### config.mk
export PLATFORM = sky130hd
export DESIGN_NAME = tcd_fifo
export DESIGN_NICKNAME = d
export VERILOG_FILES = /design/src/hdl/tcd_pkg.sv /design/src/hdl/tcd_fifo.sv
export SDC_FILE = /design/constraint.sdc
export NUM_CORES = 1
export LEC_CHECK = 0
export BUFFER_PORTS_ARGS = -buffer_cell sky130_fd_sc_hd__buf_2
export CORE_MARGIN = 5
export CORE_UTILIZATION = 52
export CTS_CLUSTER_SIZE = 20
export DETAILED_ROUTE_END_ITERATION = 8
export MAX_ROUTING_LAYER = met4
export PLACE_DENSITY = 0.79
export RECOVER_POWER = 100
export SYNTH_ARGS = -nofsm -noshare
export SYNTH_HDL_FRONTEND = slang
export SYNTH_SLANG_ARGS = --single-unit
### constraint.sdc
create_clock -name clk_i -period 8.93 [get_ports clk_i]
set_input_delay 0.4465 -clock clk_i [delete_from_list [all_inputs] [get_ports clk_i]]
set_output_delay 0.4465 -clock clk_i [all_outputs]
set_load 0.01 [all_outputs]
### src/hdl/tcd_pkg.sv
// Shared types and constants for the trilinear charge deposition core.
// Has no dependencies; the front, queue, back and top files import it.
`timescale 1ns / 1ps
package tcd_pkg;

  localparam int unsigned MAX_FRAC_BITS = 24;
  localparam int unsigned MAX_IDX_BITS  = 8;

  typedef enum logic [1:0] {
    CMD_DEPOSIT  = 2'd0,
    CMD_READ     = 2'd1,
    CMD_READ_CLR = 2'd2,
    CMD_NOP      = 2'd3
  } cmd_e;

  localparam logic [2:0] REG_ORIGIN_X = 3'd0;
  localparam logic [2:0] REG_ORIGIN_Y = 3'd1;
  localparam logic [2:0] REG_ORIGIN_Z = 3'd2;
  localparam logic [2:0] REG_INV_X    = 3'd3;
  localparam logic [2:0] REG_INV_Y    = 3'd4;
  localparam logic [2:0] REG_INV_Z    = 3'd5;

  typedef struct packed {
    logic [2:0][31:0] origin;
    logic [2:0][31:0] inv_cell;
  } cfg_t;

  typedef struct packed {
    cmd_e                             cmd;
    logic signed [31:0]               charge;
    logic [2:0][MAX_FRAC_BITS-1:0]    hi_wgt;
    logic [2:0][MAX_IDX_BITS-1:0]     base;
    logic [2:0]                       lo_ok;
    logic [2:0]                       hi_ok;
    logic [2:0][3:0]                  rd_idx;
  } entry_t;

  typedef struct packed {
    logic push;
    logic pop;
  } q_ctrl_t;

  typedef enum logic [1:0] {
    FR_IDLE,
    FR_AXIS,
    FR_PUSH
  } fr_state_e;

  typedef enum logic [2:0] {
    BK_CLEAR,
    BK_IDLE,
    BK_RD_WAIT,
    BK_W1,
    BK_W2,
    BK_Q,
    BK_WR,
    BK_DONE
  } bk_state_e;

endpackage

### src/hdl/tcd_fifo.sv
// Short queue of classified work items between the front and back ends.
// Depends on tcd_pkg.
`timescale 1ns / 1ps
module tcd_fifo #(
  parameter int unsigned DEPTH = 2
) (
  input  logic             clk_i,
  input  logic             rst_ni,
  input  tcd_pkg::q_ctrl_t ctrl_i,
  input  tcd_pkg::entry_t  data_i,
  output tcd_pkg::entry_t  data_o,
  output logic             full_o,
  output logic             empty_o
);
  import tcd_pkg::*;

  localparam int unsigned PTRW = (DEPTH > 1) ? $clog2(DEPTH) : 1;
  localparam int unsigned CNTW = $clog2(DEPTH + 1);

  entry_t mem_q [DEPTH];
  logic [PTRW-1:0] wptr_q, rptr_q;
  logic [CNTW-1:0] cnt_q;
  logic do_push, do_pop;

  assign full_o  = (cnt_q == CNTW'(DEPTH));
  assign empty_o = (cnt_q == '0);
  assign do_push = ctrl_i.push && !full_o;
  assign do_pop  = ctrl_i.pop && !empty_o;
  assign data_o  = mem_q[rptr_q];

  always_ff @(posedge clk_i or negedge rst_ni) begin
    if (!rst_ni) begin
      wptr_q <= '0;
      rptr_q <= '0;
      cnt_q <= '0;
    end else begin
      if (do_push) begin
        wptr_q <= (wptr_q == PTRW'(DEPTH - 1)) ? '0 : wptr_q + PTRW'(1);
      end
      if (do_pop) begin
        rptr_q <= (rptr_q == PTRW'(DEPTH - 1)) ? '0 : rptr_q + PTRW'(1);
      end
      cnt_q <= cnt_q + CNTW'(do_push) - CNTW'(do_pop);
    end
  end

  always_ff @(posedge clk_i) begin
    if (do_push) begin
      mem_q[wptr_q] <= data_i;
    end
  end
endmodule

==> results.sh, run 1 <==
export IMPL_viasPerCell=4.98
export IMPL_cpMostUsedCell="clkbuf_1"
export IMPL_hpwl_um=14600
export IMPL_seq_area_frac_synth=0.795
export IMPL_start_kind="flip-flop"
export IMPL_clockBufferDepth=3
export IMPL_critPathArrivalTime_ps=5530
export IMPL_cts_tree="done"
export IMPL_gr_usage_met3=0.0426
export IMPL_port_buffer_count=301
export IMPL_clock_fmax_mhz=184
export IMPL_failed_checks="capacitance limit, slew limit"
export IMPL_drive_gt1_frac=0.316
export IMPL_setup_viol=0
export IMPL_cp_endpoint="mem_q[0][50]"
export IMPL_worstHoldPathType="in -> reg"
export IMPL_crit_type="reg -> reg"
export IMPL_finalCritPeriodShare=0.609
export IMPL_synth_distinct_cells=15
export IMPL_vias=5515
export IMPL_ys_ff_latch=300
export IMPL_crit_required_ps=9020
export IMPL_cpPeakStageDelay_ps=2170
export IMPL_clock_skew_ps=13.0
export IMPL_overflow=0
export IMPL_crit_slowest_cell="clkbuf_1"
export IMPL_cts_max_level=1
export IMPL_peakVddDrop_v=0.000317
export IMPL_place_congestion=0.757
export IMPL_r2r_cells=5
export IMPL_antenna_found_initial=1
export IMPL_dp_cells=1050
export IMPL_crit_path_start="cnt_q[1]"
export IMPL_regToRegSetupSlack_ps=3490
export IMPL_final_nets=958
export IMPL_final_hold_violation_count=0
export IMPL_instances_no_fill=1107
export IMPL_cts_hold_buf=1
export IMPL_cp_cell_sequence="nand2b_1 > nand2_1 > nor2_4 > clkbuf_1 > clkbuf_1"
export IMPL_setup_tns_final_ps=0
export IMPL_dr_pass1_iters=5
export IMPL_syn_nets=633
export IMPL_fin_crit_ps=5440
export IMPL_io_pins=302
export IMPL_leakage_uw=0.00475
export IMPL_max_slew_margin_rel=-1.06
export IMPL_power_uw=4410
export IMPL_syn_to_final_growth_pct=18.9
export IMPL_die_h_um=157
export IMPL_track_usage=0.169
export IMPL_slew_viol_final=364
export IMPL_end_kind="flip-flop"
export IMPL_worstPathMaxFanout=54
export IMPL_grt_busiest_layer="met2"
export IMPL_ctsRootBufferMaster="clkbuf_16"
export IMPL_grt_setup_unrepaired="no"
export IMPL_final_cell_mix="edfxtp_1, buf_2, clkbuf_1"
export IMPL_worstMarginPinSlew_ps=3080
export IMPL_cts_setup_buffers=0
export IMPL_drcViolationCount=0
export IMPL_worstReg2RegEnd="mem_q[0][50]"
export IMPL_ant_nets=0
export IMPL_numClockSinks=300
export IMPL_cts_resized=0
export IMPL_met2_usage=0.283
export IMPL_fill_cells=1677
export IMPL_syn_area_um2=11300
export IMPL_worstHoldStart="data_i[0]"
export IMPL_num_rows=54
export IMPL_cap_violations=7
export IMPL_grt_first_pass_wirelength_um=31400
export IMPL_cts_made_buffers=31
export IMPL_power_density_nw_per_um2=328
export IMPL_grt_max_degree=59
export IMPL_wl_um=21700
export IMPL_initial_core_util=0.523
export IMPL_postSynthCellCount=479
export IMPL_die_area_um2=24800
export IMPL_rr_startpoint="cnt_q[1]"
export IMPL_met1_usage=0.209
export IMPL_core_um2=21600
export IMPL_clkTransAtPathRegs_ps=60
export IMPL_clock_latency_ps=530
export IMPL_status="finished with violations"
export IMPL_post_drt_wl_per_cell_um=19.6
export IMPL_drtIter0Drc=232
export IMPL_die_width_um=157
export IMPL_ys_warn_count=0
export IMPL_syn_avg_cell_area_um2=23.6
export IMPL_final_common_cell="edfxtp_1"
export IMPL_grt_pass1_vias=5857
[state kept, by name, indices dropped and copies added, names as in the netlist]
| register | flops |
|---|---|
| mem_q | 296 |
| cnt_q | 2 |
| rptr_q | 1 |
| wptr_q | 1 |
[per-stage QoR]
stage / area, um2 / setup slack [ps] / hold WS, ps / util
2_1_floorplan: 11300 / 1530 / 151 / -
3_3_place_gp: 13100 / 6010 / 257 / 0.604
3_5_place_dp: 13100 / 5990 / 263 / 0.604
4_1_cts: 14000 / 5410 / 73.0 / 0.648
5_1_grt: 13400 / 3030 / 69.4 / 0.622
6_report: 13400 / 3490 / 98.4 / 0.622
[layer usage]
metal,wire (um),share of wire
met3,1940,0.089
met4,369,0.017
met5,0,0
met1,8720,0.40
met2,10600,0.49
[worst max-delay path, delay by kind of cell (launching register included)]
kind	cells	cell delay, ps
buffers and inverters	2	4090
flip-flops	1	420
AND/OR/NAND/NOR	3	420
[power by group]
part	switching (uW)	internal [uW]	leakage, uW
sequential	119	1950	0.00279
clock	488	685	0.000455
combinational	686	482	0.00150
total	1290	3120	0.00475
[final cells by class]
cell class,instances,area (um2),share of cell area
antenna,1,2.50,0.000186
inverter,2,7.51,0.000558
clock inverter,21,150,0.0112
timing repair buffer,309,1390,0.103
clock buffer,34,787,0.0585
tap,280,350,0.0261
multi-input combinational,160,1770,0.132
sequential,300,8990,0.669
[synth_stat cells, drive strengths merged]
library cell  instances  share of area
nand2                 1        0.00033
mux2                148           0.18
nand2b                1        0.00055
nor2b                 1        0.00055
and3                  1        0.00055
inv                   2        0.00066
ha                    2         0.0022
edfxtp              296           0.79
dfrtp                 4         0.0089
nor2                  2        0.00066
xnor2                 3         0.0023
xor2                  1        0.00077
buf                  17          0.015
[cells by family after synthesis]
logic type,share of synthesized area
multiplexers,0.181
buffers and inverters,0.0159
flip-flops,0.795
XOR/XNOR,0.00310
AND/OR/NAND/NOR,0.00266
adder cells (fa/ha/maj),0.00221
[worst min path at each step]
stage,endpoint,cells after the start,slack [ps]
2_1_floorplan,cnt_q[0],0,150
5_1_grt,mem_q[0][29],1,70
3_5_place_dp,cnt_q[0],1,260
3_3_place_gp,cnt_q[0],1,260
6_report,mem_q[0][0],1,100
4_1_cts,mem_q[1][6],1,70
(Power assumes the default switching activity.)
==> inputs of run 2 (changes only) <==
--- a/config.mk
+++ b/config.mk
@@ -7,11 +7,11 @@
 export LEC_CHECK = 0
 export BUFFER_PORTS_ARGS = -buffer_cell sky130_fd_sc_hd__buf_2
 export CORE_MARGIN = 5
-export CORE_UTILIZATION = 52
+export CORE_UTILIZATION = 47
 export CTS_CLUSTER_SIZE = 20
 export DETAILED_ROUTE_END_ITERATION = 8
 export MAX_ROUTING_LAYER = met4
-export PLACE_DENSITY = 0.79
+export PLACE_DENSITY = 0.75
 export RECOVER_POWER = 100
 export SYNTH_ARGS = -nofsm -noshare
 export SYNTH_HDL_FRONTEND = slang
==> constraint.sdc (replaced) <==
create_clock -name clk_i -period 5 [get_ports clk_i]
set_input_delay 0.25 -clock clk_i [delete_from_list [all_inputs] [get_ports clk_i]]
set_output_delay 0.25 -clock clk_i [all_outputs]
set_load 0.01 [all_outputs]
==> run 2 against run 1 <==
Compared with the run above:
- the run still ends with capacitance limit, slew limit left
- clock skew grew 17 ps
- critical path depth shrank 2
- cell count grew 17%
- combinational power grew 91%
- utilization grew 1.1 points
- hold slack lost 13 ps
- largest cell class unchanged
- highest routed layer unchanged
==> results.sh, run 2 (synthesis results as in run 1) <==
export IMPL_setup_viol=0
export IMPL_cap_violations=5
export IMPL_power_switching_uw=2380
export IMPL_hpwl_um=14600
export IMPL_seq_power_share=0.462
export IMPL_viasPerCell=4.76
export IMPL_grt_setup_unrepaired="no"
export IMPL_drtIter0Drc=321
export IMPL_ff_latch_area_um2=8990
export IMPL_leakage_uw=0.00531
export IMPL_final_cell_mix="edfxtp_1, clkbuf_1, dlygate4sd3_1"
export IMPL_crit_type="reg -> reg"
export IMPL_fin_crit_ps=3590
export IMPL_grt_first_pass_wirelength_um=36000
export IMPL_clock_skew_ps=29.6
export IMPL_power_uw=7950
export IMPL_grt_max_degree=67
export IMPL_slew_viol_final=208
export IMPL_cts_setup_buffers=0
export IMPL_pwr_share_clk=0.258
export IMPL_finalCritPeriodShare=0.719
export IMPL_critPathArrivalTime_ps=3690
export IMPL_grt_busiest_layer="met2"
export IMPL_worstMarginPinSlew_ps=2360
export IMPL_post_drt_wl_per_cell_um=18.8
export IMPL_drive_gt1_frac=0.248
export IMPL_regMostFlops="mem_q"
export IMPL_drcViolationCount=0
export IMPL_start_kind="flip-flop"
export IMPL_cts_tree="done"
export IMPL_worstPathMaxFanout=66
export IMPL_overflow=0
export IMPL_clock_fmax_mhz=278
export IMPL_cts_max_level=1
export IMPL_die_area_um2=27300
export IMPL_ctsRootBufferMaster="clkbuf_16"
export IMPL_cts_made_buffers=30
export IMPL_crit_family="buffers and inverters"
export IMPL_die_h_um=165
export IMPL_setup_tns_final_ps=0
export IMPL_sw_frac_of_total=0.299
export IMPL_end_kind="flip-flop"
export IMPL_power_density_nw_per_um2=532
export IMPL_port_buffer_count=301
export IMPL_initial_core_util=0.479
export IMPL_final_hold_violation_count=0
export IMPL_max_slew_margin_rel=-0.573
export IMPL_cp_num_buf_inv=1
export IMPL_die_width_um=165
export IMPL_numClockSinks=300
export IMPL_failed_checks="capacitance limit, slew limit"
export IMPL_gr_usage_met3=0.0385
export IMPL_io_pins=302
export IMPL_num_rows=56
export IMPL_worstHoldPathType="in -> async"
export IMPL_clkTransAtPathRegs_ps=60
export IMPL_clock_latency_ps=550
export IMPL_crit_required_ps=5090
export IMPL_fill_cells=1784
export IMPL_dr_pass1_iters=4
export IMPL_grt_pass1_vias=6699
export IMPL_clockBufferDepth=3
export IMPL_peakVddDrop_v=0.000339
export IMPL_place_congestion=0.764
export IMPL_track_usage=0.175
export IMPL_largest_register_ffs=296
export IMPL_core_um2=23600
export IMPL_met1_usage=0.206
export IMPL_cp_cell_sequence="nand2b_1 > and3_4 > clkbuf_1"
export IMPL_final_util=0.633
export IMPL_status="finished with violations"
export IMPL_syn_to_final_growth_pct=32.2
export IMPL_cpPeakStageDelay_ps=1740
export IMPL_vias=6165
export IMPL_combPwrFrac=0.280
export IMPL_ant_nets=0
export IMPL_final_nets=1105
export IMPL_met2_usage=0.308
export IMPL_final_common_cell="edfxtp_1"
export IMPL_reg_largest_list="mem_q x296, cnt_q x2"
export IMPL_multi_input_area_um2=1780
export IMPL_crit_slowest_cell="clkbuf_1"
export IMPL_antenna_found_initial=2
export IMPL_p_int_uw=5570
export IMPL_wl_um=24400
[run 2: cell type report]
type                       instances  area share
sequential                       300       0.602
timing repair buffer             457       0.191
multi-input combinational        160       0.119
clock buffer                      43      0.0569
tap                              319      0.0267
clock inverter                    13     0.00418
inverter                           2    0.000502
antenna                            2    0.000335
[run 2: power groups by stage]
stage / registers, uW / clock network (uW) / logic, uW
after CTS: 3690 / 2090 / 2690
after global routing: 3720 / 2210 / 2410
after global placement: 3710 / 0 / 2560
after floorplan: 3670 / 0 / 1840
final: 3670 / 2050 / 2230
after detailed placement: 3740 / 0 / 2580
[run 2: what timing repair did]
action | 4_1_cts | 5_1_grt
resized for setup | 0 | 0
endpoints found under the hold margin | 300 | 0
hold buffers | 149 | 0
[run 2: stage by stage]
step / hold slack, ps / area [um2] / setup WS, ps / cells
floorplan: -45.6 / 11300 / 103 / 479
global placement: 63.9 / 13100 / 2600 / 1089
detailed placement: 67.8 / 13100 / 2570 / 1089
CTS: 24.5 / 15500 / 2010 / 1294
global route: 89.7 / 14900 / 1050 / 1296
finish: 85.5 / 14900 / 1410 / 1296
[run 2: path summary, 6_finish.rpt]
check	start	end	slack [ps]	depth (start not counted)
setup reg to reg	cnt_q[0]	mem_q[1][61]	1410	3
hold / removal	rst_ni	cnt_q[0]	90	2
setup / recovery	cnt_q[0]	mem_q[1][61]	1410	3
max in group asynchronous	rst_ni	rptr_q	4680	2
hold reg to reg	cnt_q[1]	cnt_q[1]	520	1
min in group clk_i	ctrl_i[1]	wptr_q	90	3
[run 2: worst reg2reg max path, stage by stage, from the launching register on]
cell and delay [ps]:
dfrtp_1 380, nand2b_1 170, and3_4 810, clkbuf_1 1760
[run 2: routing by layer]
layer	wire [um]	part of all wire
met1	9620	0.39
met2	12300	0.51
met3	1740	0.071
met4	677	0.028
met5	0	0
==> inputs of run 3 (changes only) <==
--- a/config.mk
+++ b/config.mk
@@ -7,11 +7,11 @@
 export LEC_CHECK = 0
 export BUFFER_PORTS_ARGS = -buffer_cell sky130_fd_sc_hd__buf_2
 export CORE_MARGIN = 5
-export CORE_UTILIZATION = 47
+export CORE_UTILIZATION = 52
 export CTS_CLUSTER_SIZE = 20
 export DETAILED_ROUTE_END_ITERATION = 8
 export MAX_ROUTING_LAYER = met4
-export PLACE_DENSITY = 0.75
+export PLACE_DENSITY = 0.79
 export RECOVER_POWER = 100
 export SYNTH_ARGS = -nofsm -noshare
 export SYNTH_HDL_FRONTEND = slang
==> constraint.sdc (replaced) <==
create_clock -name clk_i -period 3.7 [get_ports clk_i]
set_input_delay 0.185 -clock clk_i [delete_from_list [all_inputs] [get_ports clk_i]]
set_output_delay 0.185 -clock clk_i [all_outputs]
set_load 0.01 [all_outputs]
==> run 3 against run 2 <==
Compared with the run above:
- the flow still finishes with violations (capacitance limit, slew limit)
- count of clock-buffer cells in the layout down 5
- global-route usage rose by 3.4 points
- non-clock buffer count grew 4
- sequential share of layout area about the same
==> results.sh, run 3 (synthesis results as in run 1) <==
export IMPL_power_density_nw_per_um2=733
export IMPL_drcViolationCount=0
export IMPL_setup_tns_final_ps=0
export IMPL_fin_crit_ps=2910
export IMPL_core_um2=21600
export IMPL_ctsRootBufferMaster="clkbuf_16"
export IMPL_max_slew_margin_rel=-0.289
export IMPL_power_switching_uw=3270
export IMPL_final_common_cell="edfxtp_1"
export IMPL_antenna_cells=0
export IMPL_die_width_um=157
export IMPL_start_kind="flip-flop"
export IMPL_drive_gt1_frac=0.240
export IMPL_hpwl_um=15200
export IMPL_die_h_um=157
export IMPL_cap_violations=2
export IMPL_p_int_uw=7680
export IMPL_num_rows=54
export IMPL_worstPathMaxFanout=35
export IMPL_largest_register_ffs=296
export IMPL_viasPerCell=5.01
export IMPL_track_usage=0.209
export IMPL_grt_max_degree=95
export IMPL_vias=6305
export IMPL_end_kind="primary output"
export IMPL_final_hold_violation_count=0
export IMPL_clock_fmax_mhz=343
export IMPL_syn_to_final_growth_pct=32.3
export IMPL_drtIter0Drc=372
export IMPL_cts_resized=0
export IMPL_regMostFlops="mem_q"
export IMPL_place_congestion=0.808
export IMPL_grt_pass1_vias=6889
export IMPL_reg_largest_list="mem_q x296, cnt_q x2"
export IMPL_post_drt_wl_per_cell_um=20.7
export IMPL_dr_pass1_iters=4
export IMPL_cts_max_level=1
export IMPL_clock_latency_ps=540
export IMPL_leakage_uw=0.00534
export IMPL_peakVddDrop_v=0.000600
export IMPL_clock_skew_ps=21.4
export IMPL_ant_nets=0
export IMPL_numClockSinks=300
export IMPL_cts_tree="done"
export IMPL_worstMarginPinSlew_ps=1930
export IMPL_cts_made_buffers=30
export IMPL_finalCritPeriodShare=0.788
export IMPL_crit_required_ps=3510
export IMPL_slew_viol_final=107
export IMPL_die_area_um2=24800
export IMPL_final_util=0.692
export IMPL_wl_um=26000
export IMPL_status="finished with violations"
export IMPL_io_pins=302
export IMPL_failed_checks="capacitance limit, slew limit"
export IMPL_overflow=0
export IMPL_combPwrFrac=0.282
export IMPL_pwr_share_clk=0.268
export IMPL_setup_viol=0
export IMPL_critPathArrivalTime_ps=2730
export IMPL_port_buffer_count=301
export IMPL_sw_frac_of_total=0.299
export IMPL_final_cell_mix="edfxtp_1, clkbuf_1, dlygate4sd3_1"
export IMPL_crit_type="reg -> out"
export IMPL_worstHoldPathType="in -> reg"
export IMPL_initial_core_util=0.523
export IMPL_antenna_found_initial=0
export IMPL_final_nets=1109
export IMPL_seq_power_share=0.450
export IMPL_clkTransAtPathRegs_ps=60
export IMPL_grt_first_pass_wirelength_um=38300
export IMPL_clockBufferDepth=3
export IMPL_grt_setup_unrepaired="no"
## run 3: cell types whose count changed in the layout (fill, tap and decap cells not counted), sizes merged
cell and change:
bufinv +3, dlygate4sd3 +1, clkbuf +8, buf -10, diode -2, inv +1
## run 3: area by class of cell
cell class / count / area, um2
flip-flops and latches: 300 / 8990
well taps: 280 / 350
repair buffers: 461 / 2870
fillers: 1507 / 6660
clock inverters: 17 / 163
inverters: 2 / 7.51
clock buffers: 38 / 802
multi-input cells: 160 / 1780
## run 3: path summary, 6_finish.rpt
path	start	to	slack [ps]	cells past startpoint
max in group asynchronous	rst_ni	rptr_q	2940	3
worst min register to register	cnt_q[1]	cnt_q[1]	500	1
min in group asynchronous	rst_ni	cnt_q[0]	570	3
worst max register to register	cnt_q[0]	mem_q[0][98]	1000	4
worst min-delay path	ctrl_i[1]	wptr_q	2	3
worst max-delay path	rptr_q	data_o[11]	790	3
## run 3: critical path, cell delays in order, from the launching register on
cell,delay [ps]
dfrtp_4,740
clkbuf_1,880
mux2_2,430
clkbuf_1,140
## run 3: timing repair
item / 4_1_cts / 5_1_grt
setup buffers: 0 / 0
endpoints found under the hold margin: 300 / 0
hold buffers: 150 / 0
## run 3: power groups by stage
stage	combinational, uW	sequential (uW)	clock, uW
after CTS	3710	4950	2990
final	3090	4930	2930
after floorplan	2490	4890	0
after global placement	3530	4980	0
after global routing	3320	5000	3170
after detailed placement	3560	5010	0
## run 3: stage by stage
stage | hold slack, ps | total power, uW | instance area, um2 | worst slack [ps] | cells
detailed placement | -4.84 | 8580 | 13100 | 1680 | 1053
floorplan | -111 | 7380 | 11300 | 457 | 479
global route | 31.6 | 11500 | 15000 | 633 | 1258
CTS | 37.3 | 11600 | 15600 | 1110 | 1258
global placement | -8.64 | 8510 | 13100 | 1690 | 1053
finish | 1.81 | 11000 | 15000 | 785 | 1258
## run 3: routing by layer
| layer | track usage | vias to the layer above | share of wire |
|---|---|---|---|
| met4 | 0.0471 | 0 | 0.019 |
| met2 | 0.377 | 279 | 0.53 |
| met1 | 0.250 | 3125 | 0.38 |
| met3 | 0.0313 | 44 | 0.073 |
| met5 | - | - | 0 |
| li1 | - | 2857 | - |
